`src/hw/rtl/mh64_pkg.sv`:
```
package mh64_pkg;

  // Hash constants
  localparam logic [63:0] MIX_MUL   = 64'hC6A4_A793_5BD1_E995;
  localparam logic [63:0] HASH_SEED = 64'd3782874213;
  localparam int unsigned MIX_SHIFT = 47;

  // Partial product steps of the shared multiplier
  typedef enum logic [1:0] {
    MS_LL,   // low word times low constant word
    MS_LH,   // low word times high constant word
    MS_HL,   // high word times low constant word
    MS_ACC   // fold last cross product
  } mul_step_e;

  // Sequencer states
  typedef enum logic [3:0] {
    ST_IDLE,
    ST_SEED,
    ST_DATA,
    ST_KEY1,
    ST_KEY2,
    ST_HMUL,
    ST_FINAL,
    ST_FIN_MUL,
    ST_OUT
  } seq_state_e;

  // One input word request
  typedef struct packed {
    logic [31:0] message_length;
    logic        first_word;
    logic [63:0] data_word;
    logic [3:0]  valid_bytes;
    logic        last_word;
  } item_t;

  // Finished hash offered to the output stage
  typedef struct packed {
    logic        valid;
    logic [63:0] hash;
  } res_t;

  // Shift-xor step used by block mixing and finalization
  function automatic logic [63:0] xor_shift(input logic [63:0] x);
    return x ^ (x >> MIX_SHIFT);
  endfunction

endpackage

```
`src/hw/rtl/murmur64a_byte_hash_top.sv`:
```
// Channel | Handshake                  | Payload
// input   | in_valid_i / in_ready_o    | message_length_i, first_word_i, data_word_i,
//         |                            | valid_bytes_i, last_word_i
// output  | out_valid_o / out_ready_i  | hash_value_o
//
// One word at a time: the input is not ready again until the word is finished. A
// first word adds one 64-bit multiply, a full word three, a tail word one, a last
// word one. Each multiply is four steps (three 32x32 partial products and a fold)
// on one shared multiplier. Reset (rst_ni, async, low) clears the running hash to
// zero. A held output only stalls the block once a new hash is ready and the
// output register is still full.
module murmur64a_byte_hash_top import mh64_pkg::*; (
  input  logic        clk_i,
  input  logic        rst_ni,
  input  logic        in_valid_i,
  output logic        in_ready_o,
  input  logic [31:0] message_length_i,
  input  logic        first_word_i,
  input  logic [63:0] data_word_i,
  input  logic [3:0]  valid_bytes_i,
  input  logic        last_word_i,
  output logic        out_valid_o,
  input  logic        out_ready_i,
  output logic [63:0] hash_value_o
);

  item_t       req;
  res_t        res;
  logic        res_ready;
  logic        out_valid_q;
  logic [63:0] hash_q;

  // Pack the input request
  assign req.message_length = message_length_i;
  assign req.first_word     = first_word_i;
  assign req.data_word      = data_word_i;
  assign req.valid_bytes    = valid_bytes_i;
  assign req.last_word      = last_word_i;

  mh64_core u_core (
    .clk_i       (clk_i),
    .rst_ni      (rst_ni),
    .req_valid_i (in_valid_i),
    .req_ready_o (in_ready_o),
    .req_i       (req),
    .res_o       (res),
    .res_ready_i (res_ready)
  );

  assign res_ready = !out_valid_q || out_ready_i;

  // Load the output register or drop it once taken
  always_ff @(posedge clk_i or negedge rst_ni) begin
    if (!rst_ni) begin
      out_valid_q <= 1'b0;
    end else if (res.valid && res_ready) begin
      out_valid_q <= 1'b1;
    end else if (out_ready_i) begin
      out_valid_q <= 1'b0;
    end
  end

  always_ff @(posedge clk_i) begin
    if (res.valid && res_ready) begin
      hash_q <= res.hash;
    end
  end

  assign out_valid_o  = out_valid_q;
  assign hash_value_o = hash_q;

endmodule

```
`src/hw/rtl/mh64_mul.sv`:
```
module mh64_mul import mh64_pkg::*; (
  input  logic        clk_i,
  input  logic        rst_ni,
  input  logic        start_i,
  input  logic [63:0] a_i,
  output logic        done_o,
  output logic [63:0] p_o
);

  logic [63:0] a_q;
  logic [63:0] prod_q;
  logic [63:0] acc_q;
  mul_step_e   step_q;
  logic        busy_q;
  logic        done_q;
  logic [31:0] op_a;
  logic [31:0] op_b;
  logic [63:0] mul_res;

  // Select the 32-bit halves for the current partial product
  always_comb begin
    op_a    = (step_q == MS_HL) ? a_q[63:32] : a_q[31:0];
    op_b    = (step_q == MS_LH) ? MIX_MUL[63:32] : MIX_MUL[31:0];
    mul_res = 64'(op_a) * 64'(op_b);
  end

  // Advance the step counter and flags
  always_ff @(posedge clk_i or negedge rst_ni) begin
    if (!rst_ni) begin
      busy_q <= 1'b0;
      done_q <= 1'b0;
      step_q <= MS_LL;
    end else begin
      done_q <= busy_q && (step_q == MS_ACC);
      if (start_i) begin
        busy_q <= 1'b1;
        step_q <= MS_LL;
      end else if (busy_q) begin
        unique case (step_q)
          MS_LL:   step_q <= MS_LH;
          MS_LH:   step_q <= MS_HL;
          MS_HL:   step_q <= MS_ACC;
          MS_ACC:  busy_q <= 1'b0;
          default: busy_q <= 1'b0;
        endcase
      end
    end
  end

  // Register each partial product, then fold it into the low 64 bits
  always_ff @(posedge clk_i) begin
    if (start_i) begin
      a_q <= a_i;
    end
    if (busy_q) begin
      prod_q <= mul_res;
      case (step_q)
        MS_LH:   acc_q <= prod_q;
        MS_HL:   acc_q[63:32] <= acc_q[63:32] + prod_q[31:0];
        MS_ACC:  acc_q[63:32] <= acc_q[63:32] + prod_q[31:0];
        default: acc_q <= acc_q;
      endcase
    end
  end

  assign done_o = done_q;
  assign p_o    = acc_q;

endmodule

```
`src/hw/rtl/mh64_core.sv`:
```
module mh64_core import mh64_pkg::*; (
  input  logic  clk_i,
  input  logic  rst_ni,
  input  logic  req_valid_i,
  output logic  req_ready_o,
  input  item_t req_i,
  output res_t  res_o,
  input  logic  res_ready_i
);

  seq_state_e  state_q, state_d;
  item_t       item_q, item_d;
  logic [63:0] h_q, h_d;
  logic [63:0] res_hash_q, res_hash_d;
  logic        mul_start;
  logic [63:0] mul_a;
  logic        mul_done;
  logic [63:0] mul_p;
  logic [63:0] tail_h;

  // Keep the low n bytes of a word
  function automatic logic [63:0] byte_mask(input logic [3:0] n);
    logic [63:0] m;
    m = '0;
    for (int i = 0; i < 8; i++) begin
      m[8*i +: 8] = {8{4'(i) < n}};
    end
    return m;
  endfunction

  mh64_mul u_mul (
    .clk_i   (clk_i),
    .rst_ni  (rst_ni),
    .start_i (mul_start),
    .a_i     (mul_a),
    .done_o  (mul_done),
    .p_o     (mul_p)
  );

  assign tail_h = h_q ^ (item_q.data_word & byte_mask(item_q.valid_bytes));

  // Sequence the multiplies of one word
  always_comb begin
    state_d    = state_q;
    item_d     = item_q;
    h_d        = h_q;
    res_hash_d = res_hash_q;
    mul_start  = 1'b0;
    mul_a      = '0;
    unique case (state_q)
      ST_IDLE: begin
        if (req_valid_i) begin
          item_d = req_i;
          if (req_i.first_word) begin
            mul_start = 1'b1;
            mul_a     = {32'd0, req_i.message_length};
            state_d   = ST_SEED;
          end else begin
            state_d = ST_DATA;
          end
        end
      end
      ST_SEED: begin
        if (mul_done) begin
          h_d     = HASH_SEED ^ mul_p;
          state_d = ST_DATA;
        end
      end
      ST_DATA: begin
        if (item_q.valid_bytes[3]) begin
          mul_start = 1'b1;
          mul_a     = item_q.data_word;
          state_d   = ST_KEY1;
        end else if (item_q.valid_bytes != 4'd0) begin
          h_d       = tail_h;
          mul_start = 1'b1;
          mul_a     = tail_h;
          state_d   = ST_HMUL;
        end else begin
          state_d = ST_FINAL;
        end
      end
      ST_KEY1: begin
        if (mul_done) begin
          mul_start = 1'b1;
          mul_a     = xor_shift(mul_p);
          state_d   = ST_KEY2;
        end
      end
      ST_KEY2: begin
        if (mul_done) begin
          h_d       = h_q ^ mul_p;
          mul_start = 1'b1;
          mul_a     = h_q ^ mul_p;
          state_d   = ST_HMUL;
        end
      end
      ST_HMUL: begin
        if (mul_done) begin
          h_d     = mul_p;
          state_d = ST_FINAL;
        end
      end
      ST_FINAL: begin
        if (item_q.last_word) begin
          mul_start = 1'b1;
          mul_a     = xor_shift(h_q);
          state_d   = ST_FIN_MUL;
        end else begin
          state_d = ST_IDLE;
        end
      end
      ST_FIN_MUL: begin
        if (mul_done) begin
          res_hash_d = xor_shift(mul_p);
          state_d    = ST_OUT;
        end
      end
      ST_OUT: begin
        if (res_ready_i) begin
          state_d = ST_IDLE;
        end
      end
      default: state_d = ST_IDLE;
    endcase
  end

  // Hold state and running hash
  always_ff @(posedge clk_i or negedge rst_ni) begin
    if (!rst_ni) begin
      state_q <= ST_IDLE;
      h_q     <= '0;
    end else begin
      state_q <= state_d;
      h_q     <= h_d;
    end
  end

  // Hold captured request and finished hash
  always_ff @(posedge clk_i) begin
    item_q     <= item_d;
    res_hash_q <= res_hash_d;
  end

  assign req_ready_o = (state_q == ST_IDLE);
  assign res_o.valid = (state_q == ST_OUT);
  assign res_o.hash  = res_hash_q;

endmodule

```
`config.mk`:
```
export PLATFORM = sky130hd
export DESIGN_NAME = murmur64a_byte_hash_top
export DESIGN_NICKNAME = d
export VERILOG_FILES = /design/src/hw/rtl/mh64_pkg.sv /design/src/hw/rtl/murmur64a_byte_hash_top.sv /design/src/hw/rtl/mh64_mul.sv /design/src/hw/rtl/mh64_core.sv
export SDC_FILE = /design/constraint.sdc
export NUM_CORES = 2
export LEC_CHECK = 0
export BUFFER_PORTS_ARGS = -buffer_cell sky130_fd_sc_hd__buf_2
export CORE_AREA = 2 2 272 274
export CTS_CLUSTER_DIAMETER = 40
export DETAILED_ROUTE_END_ITERATION = 7
export DIE_AREA = 0 0 274 276
export PLACE_DENSITY = 0.82
export SETUP_SLACK_MARGIN = 0.05
export SLEW_MARGIN = 20
export SYNTH_ARGS = -nofsm -noshare
export SYNTH_HDL_FRONTEND = slang
export SYNTH_SLANG_ARGS = --single-unit
export TNS_END_PERCENT = 10
```
`constraint.sdc`:
```
create_clock -name clk_i -period 17.7 [get_ports clk_i]
set_clock_uncertainty 0.2 [all_clocks]
set_input_delay 2.655 -clock clk_i [delete_from_list [all_inputs] [get_ports clk_i]]
set_output_delay 2.655 -clock clk_i [all_outputs]
set_load 0.1 [all_outputs]
```
==> metrics.sh <==
DRT_PRE_ANTENNA_ITERS=8
PLACE.GP.CONGESTION=1.07
FAILING_CHECKS='DRC'
BIGGEST_AREA_CONSUMER_AMONG_SYNTHESIZED_CELLS='sky130_fd_sc_hd__fa_1'
TIMING.CRITICAL_PATH.BUF_INV=6
NETS=5701
CELL_TYPES_WITH_THE_LARGEST_AREA_SHARE_AFTER_SYNTHESIS='sky130_fd_sc_hd__fa_1 27%, sky130_fd_sc_hd__edfxtp_1 25%, sky130_fd_sc_hd__ha_1 12%'
WORST_PIN_SLEW_PS=1260
INITIALDRTVIOLATIONCOUNT=5145
CTS_TREE='done'
WHS_PS=191
CTS_HOLD_BUFFERS=0
SEQUENTIAL_TO_TOTAL_AREA_SHARE_FROM_YOSYS_STAT_PCT=28.9
CTS_NUM_SINKS=462
CPMOSTUSEDCELL='sky130_fd_sc_hd__fa_1'
TIMING.FINAL.CRIT_SHARE_PCT=59.9
GRT_REMAINING_OVERFLOW=0
PORT_BUFFERS=171
CPMAXSTAGEDELAYCELL='sky130_fd_sc_hd__mux2i_1'
ASYNC_FLOP_SHARE_PCT=15.8
TIMING.FINAL.WS_SETUP_PS=7090
YOSYS_REGISTER_BITS=462
FINALMAXSLEWVIOLATIONS=0
TIMING.SETUP.CRITICAL_PATH_CLASS='register to register'
SETUP.WORST_PATH.END_CLASS='register'
MAX_FREQ_MHz=94.3
CORE-AREA_SQ_UM=72600
SYNTH_ENABLE_FLOP_CELLS=389
SYN_AVG_CELL_AREA_SQ_UM=10.5
GRTUSAGEMET1_PCT=50.4
GRTUSAGEMET3_PCT=6.60
FIRST_PASS_GRT_WIRE_LENGTH_UM=214000
COUNT_OF_FINAL_SETUP_VIOLATORS=0
M2_GR_USAGE_PCT=58.9
CTS_SETUP_BUFFERS=0
DRC=1
CLOCK_LATENCY_PS=600
YOSYS_WARNING_COUNT=0
GLOBALROUTETOTALUTIL_PCT=37.8
NUMBER_OF_GLOBAL_ROUTE_VIAS_BEFORE_REPAIR=35400
FLOORPLAN.ROWS=99
DR_TOTAL_VIAS=34900
PLACED_CELL_COUNT=5447
CP_SLOWEST_STAGE_DELAY_PS=940
SYNTH_CELL_TYPES=74
AREA_OF_THE_MAPPED_NETLIST_SQ_UM=46800
SETUP_REPAIR_AFTER_GLOBAL_ROUTING_MISSED_ITS_MARGIN='no'
SYNTHMOSTINSTANTIATEDCELL='sky130_fd_sc_hd__inv_1'
SYNTHCELLS=4469
PATH_DELAY_FAMILY='adder cells'
OUTCOME='complete, but fails checks'
CTS_BUFFERS=48
WL_PER_CELL_UM=25.7
DRIVE_ABOVE_1_SHARE_PCT=7.78
SYNTH.CELLS.MOST_FREQUENT='847 x sky130_fd_sc_hd__inv_1, 625 x sky130_fd_sc_hd__fa_1, 432 x sky130_fd_sc_hd__ha_1'
NUMBER_OF_ANTENNA_VIOLATIONS_AT_THE_FIRST_CHECK_IN_GLOBAL_ROUTING=5
CTSRESIZECOUNT=0
TYPE_OF_THE_MOST_CRITICAL_HOLD_PATH='register to register'
TOP_USAGE_LAYER='met2'
FINAL-INSTANCE-COUNT-EXCL-FILL=5536
DIEWIDTH_UM=274
FP.DIEAREA_SQ_UM=75600
CTS_MAX_LEVEL=2
HOLD_VIOL=0
NUM_ANTENNA_CELLS=0
MAX_CAP_VIOLATIONS=0
WORSTPATHMAXFANOUT=35
CRITICAL_PATH_REQUIRED_PS=17840
DIE_HEIGHT_UM=276
LARGEST_NET_DEGREE_AT_THE_START_OF_GLOBAL_ROUTING=99
DP_HPWL_UM=113000
MAX-CLOCK-PATH-BUFFERS=3
INITIAL_UTILIZATION_PCT=64.4
POSTSYNTH.TOPFLOPCELL='sky130_fd_sc_hd__edfxtp_1'
CTS.CLK_SLEW.WORST_PATHS_PS=60
COUNT_OF_PINS_ON_THE_BLOCK_BOUNDARY=172
WORSTPATHARRIVAL_PS=10740
AREA.GROWTH.SYNTH_TO_FINAL_PCT=7.20
FINAL_CRITICAL_DELAY_INCLUDING_SETUP_AND_EXTERNAL_DELAYS_PS=10610
VIAS_PER_CELL=6.31
ROUTE.FINAL.WIRE_LENGTH_UM=142000
RELATIVE_SLEW_SLACK_PCT=15.9
DRT.ANTENNA.VIOLATING_NETS=0
DP_SLACK_PS=7330
SETUP_TOTAL_NEGATIVE_SLACK_PS=0
SYNTH_TOP_AREA_SHARE_PCT=26.8
CTS.ROOT.BUFFER_CELL='sky130_fd_sc_hd__clkbuf_16'
CRIT_PATH_START_KIND='register'
[cell families after synthesis]
logic type      count (synthesis)  share of synthesized area, %
other cells                     2                        0.0161
buf+inv                      1039                          8.36
compound gates                954                          12.7
mux                            36                         0.835
simple gates                  676                          6.34
flops                         462                          28.9
xor+xnor                      243                          4.55
fa+ha+maj                    1057                          38.3
[routing by layer]
metal  share of wire [%]  wire (um)  vias to the layer above
met5               0.018         25                        -
li1                    -          -                    15000
met3                  11      15200                      499
met4                 7.0       9900                        4
met2                  45      64700                     2315
met1                  37      52500                    17100
[state kept, by name (all words and copies together) (netlist names)]
name	count
hash_value_o	64
out_valid_o	1
u_core.h_q	64
u_core.item_q	69
u_core.res_hash_q	64
u_core.state_q	4
u_core.u_mul.a_q	64
u_core.u_mul.busy_q	1
u_core.u_mul.done_o	1
u_core.u_mul.p_o	64
u_core.u_mul.prod_q	64
u_core.u_mul.step_q	2
[path summary, 6_finish.rpt]
path                                        startpoint                 endpoint  slack, ps  cells past startpoint
min in group asynchronous                       rst_ni           u_core.h_q[26]       1740                      1
worst min register to register   u_core.res_hash_q[17]         hash_value_o[17]        190                      0
worst max register to register  u_core.u_mul.step_q[0]  u_core.u_mul.prod_q[59]       7090                     27
max in group asynchronous                       rst_ni            u_core.h_q[2]      14270                      2
worst min-delay path             u_core.res_hash_q[17]         hash_value_o[17]        190                      0
worst max-delay path            u_core.u_mul.step_q[0]  u_core.u_mul.prod_q[59]       7090                     27
[through the flow]
stage,instance area [sq um],util [%]
after floorplan,46800,-
after global placement,48500,66.8
after detailed placement,48500,66.8
after CTS,50100,69.1
after global routing,50100,69.1
final,50100,69.1
[cells in the final DEF (no fill, tap or decap), types with 113 or more instances in the layout]
cell,Yosys,final
sky130_fd_sc_hd__xnor2_1,113,113
sky130_fd_sc_hd__ha_1,432,431
sky130_fd_sc_hd__nor2_1,249,245
sky130_fd_sc_hd__nand2_1,242,240
sky130_fd_sc_hd__edfxtp_1,389,389
sky130_fd_sc_hd__o21ai_0,317,317
sky130_fd_sc_hd__a21oi_1,259,259
sky130_fd_sc_hd__buf_2,6,170
sky130_fd_sc_hd__xor2_1,130,130
sky130_fd_sc_hd__inv_1,847,847
sky130_fd_sc_hd__fa_1,625,625
[layout make-up]
type / count / area [sq um]
well taps: 959 / 1200
clock buffers: 57 / 1270
inverters: 850 / 3190
multi-input cells: 2970 / 29400
repair buffers: 206 / 1120
flip-flops and latches: 462 / 13500
clock inverters: 32 / 408
fillers: 5353 / 22500
Power is left out: the tool's default activity adds up to more than one toggle a clock period on the data nets, which glitch-free logic cannot reach.
